### src/rtl/assert_macros.svh
// Assertion macros shared by the tracker RTL.
// Each macro clocks on clk_i and is disabled while rst_ni is low.
`ifndef ASSERT_MACROS_SVH
`define ASSERT_MACROS_SVH
// Check a property every clock outside of reset.
`define PP_ASSERT(label, prop, msg) \
  label: assert property (@(posedge clk_i) disable iff (!rst_ni) prop) else $error(msg);
// Check that a condition never holds outside of reset.
`define PP_NEVER(label, cond, msg) \
  label: assert property (@(posedge clk_i) disable iff (!rst_ni) !(cond)) else $error(msg);
`endif

### src/rtl/ppt_pkg.sv
// Shared types, widths and codes of the pure pursuit tracker.
// No dependencies; used by every module of the block.
package ppt_pkg;

  localparam int CRD_W  = 32;   // stored coordinate
  localparam int DIF_W  = 33;   // coordinate difference
  localparam int MUL_W  = 33;   // shared multiplier operand
  localparam int PRD_W  = 66;   // shared multiplier product
  localparam int D2_W   = 65;   // squared distance
  localparam int LIM_W  = 25;   // distance register
  localparam int LSQ_W  = 50;   // squared distance register
  localparam int QC_W   = 16;   // quaternion component
  localparam int AMAG_W = 64;   // numerator magnitude
  localparam int DEN_W  = 96;   // d2 * q
  localparam int DIVD_W = 97;   // divisor 2 * d2 * q
  localparam int NUM_W  = 99;   // dividend
  localparam int CURV_W = 32;
  localparam int MODE_W = 8;
  localparam int MIDX_W = 10;   // index fields on the ports

  // item kinds
  localparam logic [1:0] KIND_CLEAR   = 2'd0;
  localparam logic [1:0] KIND_APPEND  = 2'd1;
  localparam logic [1:0] KIND_POSE    = 2'd2;
  localparam logic [1:0] KIND_MISSION = 2'd3;

  // register indexes
  localparam logic [1:0] CFG_LOOKAHEAD = 2'd0;
  localparam logic [1:0] CFG_JUMP      = 2'd1;
  localparam logic [1:0] CFG_ADVANCE   = 2'd2;
  localparam logic [1:0] CFG_MISSION   = 2'd3;

  // one waypoint table entry
  typedef struct packed {
    logic [CRD_W-1:0]  x;
    logic [CRD_W-1:0]  y;
    logic [MODE_W-1:0] mode;
  } wp_t;

  // divider status back to the sequencer
  typedef struct packed {
    logic              done;
    logic              big;
    logic [CURV_W-1:0] quo;
  } div_res_t;

  function automatic logic [DIF_W-1:0] mag33(input logic [DIF_W-1:0] v);
    return v[DIF_W-1] ? (~v + DIF_W'(1)) : v;
  endfunction

  function automatic logic [QC_W-1:0] mag16(input logic [QC_W-1:0] v);
    return v[QC_W-1] ? (~v + QC_W'(1)) : v;
  endfunction

endpackage

### src/rtl/ppt_div.sv
// Restoring divider, one quotient bit per cycle, saturation flag on top.
// Depends on ppt_pkg for widths and the result struct.
module ppt_div (
  input  logic                       clk_i,
  input  logic                       rst_ni,
  input  logic                       start_i,
  input  logic [ppt_pkg::NUM_W-1:0]  num_i,
  input  logic [ppt_pkg::DIVD_W-1:0] den_i,
  output ppt_pkg::div_res_t          res_o
);

  localparam int CW = $clog2(ppt_pkg::NUM_W + 1);

  logic [ppt_pkg::NUM_W-1:0]  n_q;
  logic [ppt_pkg::DIVD_W-1:0] d_q, r_q;
  logic [ppt_pkg::CURV_W-1:0] quo_q;
  logic                       big_q, busy_q, done_q;
  logic [CW-1:0]              cnt_q;
  logic [ppt_pkg::DIVD_W:0]   rsh, rsub;
  logic                       ge;

  // shift in next dividend bit, trial subtract
  assign rsh  = {r_q, n_q[ppt_pkg::NUM_W-1]};
  assign ge   = rsh >= {1'b0, d_q};
  assign rsub = rsh - {1'b0, d_q};

  always_ff @(posedge clk_i or negedge rst_ni) begin
    if (!rst_ni) begin
      busy_q <= 1'b0;
      done_q <= 1'b0;
      cnt_q  <= '0;
    end else begin
      done_q <= 1'b0;
      if (start_i) begin
        busy_q <= 1'b1;
        cnt_q  <= CW'(ppt_pkg::NUM_W);
      end else if (busy_q) begin
        cnt_q <= cnt_q - CW'(1);
        if (cnt_q == CW'(1)) begin
          busy_q <= 1'b0;
          done_q <= 1'b1;
        end
      end
    end
  end

  // datapath
  always_ff @(posedge clk_i) begin
    if (start_i) begin
      n_q   <= num_i;
      d_q   <= den_i;
      r_q   <= '0;
      quo_q <= '0;
      big_q <= 1'b0;
    end else if (busy_q) begin
      n_q   <= {n_q[ppt_pkg::NUM_W-2:0], 1'b0};
      r_q   <= ge ? rsub[ppt_pkg::DIVD_W-1:0] : rsh[ppt_pkg::DIVD_W-1:0];
      quo_q <= {quo_q[ppt_pkg::CURV_W-2:0], ge};
      big_q <= big_q | quo_q[ppt_pkg::CURV_W-1];
    end
  end

  assign res_o.done = done_q;
  assign res_o.big  = big_q | quo_q[ppt_pkg::CURV_W-1];
  assign res_o.quo  = quo_q;

endmodule

### config.mk
export PLATFORM = sky130hd
export DESIGN_NAME = ppt_div
export DESIGN_NICKNAME = d
export VERILOG_FILES = /design/src/rtl/assert_macros.svh /design/src/rtl/ppt_pkg.sv /design/src/rtl/ppt_div.sv
export SDC_FILE = /design/constraint.sdc
export NUM_CORES = 1
export LEC_CHECK = 0
export BUFFER_PORTS_ARGS = -buffer_cell sky130_fd_sc_hd__buf_2
export CORE_ASPECT_RATIO = 2
export CORE_UTILIZATION = 54
export DETAILED_ROUTE_END_ITERATION = 7
export GPL_ROUTABILITY_DRIVEN = 0
export PLACE_DENSITY = 0.83
export SLEW_MARGIN = 10
export SYNTH_ARGS = -nofsm -noshare
export SYNTH_HDL_FRONTEND = slang
export SYNTH_SLANG_ARGS = --single-unit
### constraint.sdc
create_clock -name clk_i -period 3.5 [get_ports clk_i]
set_input_delay 0.35 -clock clk_i [delete_from_list [all_inputs] [get_ports clk_i]]
set_output_delay 0.35 -clock clk_i [all_outputs]
set_load 0.02 [all_outputs]
==> flow_summary.toml <==
[die]
chipHeight_um = 271
initial_core_util_pct = 54.9
ios = 233
die_width_um = 137
coreArea_um2 = 35700
rows = 98
die_area_um2 = 37100

[critical_path]
startpoint = "n_q[98]"
cp-end-kind = "flop"
path_cells = "inv_2 > ha_4 > inv_2 > fa_2 > a211o_1 > a21oi_2 > o21ai_2 > a2111o_1 > a31o_4 > a21oi_4 > o31a_4 > buf_12 > buf_16 > a21oi_1 > a21oi_1 > a211oi_1"
cpPeakStageDelay_ns = 0.46
cp-start-kind = "flop"
arrival_ns = 4.05
critPathSlowestCell = "a2111o_1"
criticalPathCategory = "flop to flop"
cp_data_required_time_ns = 3.90
cp_top_family = "compound AO/OA/AOI/OAI gates"
cp_num_buf_inv = 4
path_max_fanout = 15
reg2reg_from = "n_q[98]"

[sta]
worst_slack_ns = -0.152
clock.fmax_mhz = 274
hold_violations = 0
maxSlewHeadroom_pct = 29.6
setup_viol = 74
worst_slew_pin_slew_ns = 1.06
finalCritPeriodShare_pct = 104
fin_crit_ns = 3.65
drv_slew = 0
rsz0062_at_grt = "yes"
fin_skew_ns = 0.0237

[global_route]
grt_usage_pct = 30.6
grt_pass1_vias = 18155
antenna_found_initial = 2
grt_first_pass_wirelength_um = 89000
grt_max_degree = 118
overflow = 0

[routing]
ant_nets = 0
drt-met1-wl_um = 19800
drtIter0Drc = 1722
wl_um = 59800
wl_met2_um = 31200
vias = 18033
viasPerCell = 6.19
wl_met3_um = 3740
firstDrtPassIters = 8
remaining_drc_errors = 12
wl_per_cell_um = 20.5
top_layer = "met4"

[run]
cap_violations = 0

[cts]
cts_buffer_depth = 3
clk_latency_ns = 0.60
cts_max_level = 1
cts_tree = "yes"
clock-sinks = 335
clk_pin_slew_ns = 0.07
ctsRootBufferMaster = "clkbuf_16"
cts_buffers = 30

[synthesis]
ys_async_sr_fraction_pct = 2.69
synth.distinct_cells = 78
synth_cells = 2036
synth_enable_flop_cells = 196
synth-seq-cells = 335
yosysWarnings = 0
avgSynthCellArea_um2 = 9.62
synth_nets = 2335
yosysSeqAreaShare_pct = 44.5
synth_area_um2 = 19600
ys.flop_type = "edfxtp_1"

[power_and_ir_drop]
peakVddDrop_v = 0.000567
leakage_uw = 0.0110
total_power_uw = 14800
power_per_cell_area_nw_per_um2 = 590

[place]
hpwlAfterDp_um = 39800
io_buffer_count = 232
placed_area_um2 = 21900

[outcome]
violations = "DRC, setup timing"
status = "complete, but fails checks"

[final_layout]
finalNetCount = 2736
drive_gt1_share_pct = 28.0
post-route-cell-area_um2 = 25000
area_growth_pct = 27.7

[min_path]
min_from = "num_i[0]"
min_path_type = "input port to flop"
-- final cells by class --
cell class	instances	area (µm²)
clock inverters	20	163
diodes	2	5.00
repair buffers	493	3770
fillers	2477	10700
clock buffers	36	837
inverters	129	487
well taps	450	563
flip-flops and latches	335	8720
multi-input cells	1448	10500
-- repair_timing --
item / CTS / global route
buffers inserted: 6 / 15
hold buffers: 98 / 0
resized for setup: 28 / 211
pin swaps: 15 / 117
setup endpoints to repair: 85 / 97
hold endpoints to repair: 106 / 0
gates cloned: 1 / 10
-- power by group --
part	internal, µW	leakage (µW)	total [µW]	switching (µW)
clock network	1800	0.000486	3400	1600
logic	2870	0.00736	6290	3410
registers	4690	0.00315	5070	384
-- worst paths after layout --
| check | cells past startpoint | slack, ns | to |
|---|---|---|---|
| worst max-delay path | 16 | -0.15 | r_q[49] |
| worst min-delay path | 2 | 0.05 | n_q[0] |
| worst max register to register | 16 | -0.15 | r_q[49] |
| worst min register to register | 2 | 0.48 | big_q |
| max in group asynchronous | 2 | 3.14 | busy_q |
| min in group asynchronous | 2 | 0.15 | cnt_q[6] |
-- kinds of logic after synthesis --
family / synth area share [%]
compound gates: 18.6
xor+xnor: 3.85
fa+ha+maj: 6.43
buf+inv: 5.19
flops: 44.5
mux: 8.55
simple gates: 12.9
-- worst reg2reg max path: cells and delay by family (launching register included) --
kind / cells / cell delay (ns)
buffers and inverters: 4 / 0.48
adder cells (fa/ha/maj): 2 / 0.49
AO/OA/AOI/OAI: 10 / 2.05
flip-flops: 1 / 0.42
-- synthesized netlist by cell type, types with 19 or more instances --
master	number	area, µm²
o211ai_1	48	360
a21o_1	49	368
o21ai_0	139	696
buf_2	29	145
nor2_1	188	706
nand3_1	19	95.1
a211oi_1	35	263
xor2_1	32	280
clkbuf_1	84	315
a31oi_1	19	119
nand4_1	47	294
xnor2_1	54	473
dfxtp_1	130	2600
mux2_2	99	1110
nor3_1	29	145
ha_1	99	1240
edfxtp_1	196	5890
o21bai_1	31	233
inv_1	129	484
a21oi_1	147	736
nand2_1	147	552
mux2i_1	56	561
-- layer usage --
layer	vias up	GRT usage, %
met5	-	0
met4	0	22.8
met3	389	5.06
met2	977	55.9
met1	8438	30.3
li1	8229	-
-- through the flow --
step	hold slack (ns)	setup TNS (ns)	setup WS, ns	util (%)	std cells
finish	0.0482	-4.26	-0.152	70.1	2913
global route	0.0435	-15.94	-0.245	70.1	2913
CTS	0.0153	-1.31	-0.0721	67.3	2886
detailed placement	0.208	-0.759	-0.0901	61.3	2725
global placement	0.207	-0.0437	-0.0242	61.3	2725
floorplan	0.0544	0	0.0168	-	2036
-- state kept, by name, indices dropped and copies added (netlist names) --
signal  flops
big_q       1
busy_q      1
cnt_q       7
d_q        97
done_q      1
n_q        99
quo_q      32
r_q        97
-- cell usage in the layout (no fill, tap or decap), types with 29 or more instances in the layout --
master and count:
nand2_1 112, nor2_1 181, o21ai_1 65, xor2_1 32, ha_1 84, dlygate4sd3_1 98, o21ai_0 71, xnor2_1 52
buf_2 231, a21oi_1 135, inv_1 125, mux2_2 99, nand4_1 47, clkbuf_16 40, edfxtp_1 196, o211ai_1 48
dfxtp_1 130, o21bai_1 29, a21o_1 49, mux2i_1 54, buf_4 131
Note: power is estimated with default switching activity, not from simulation.
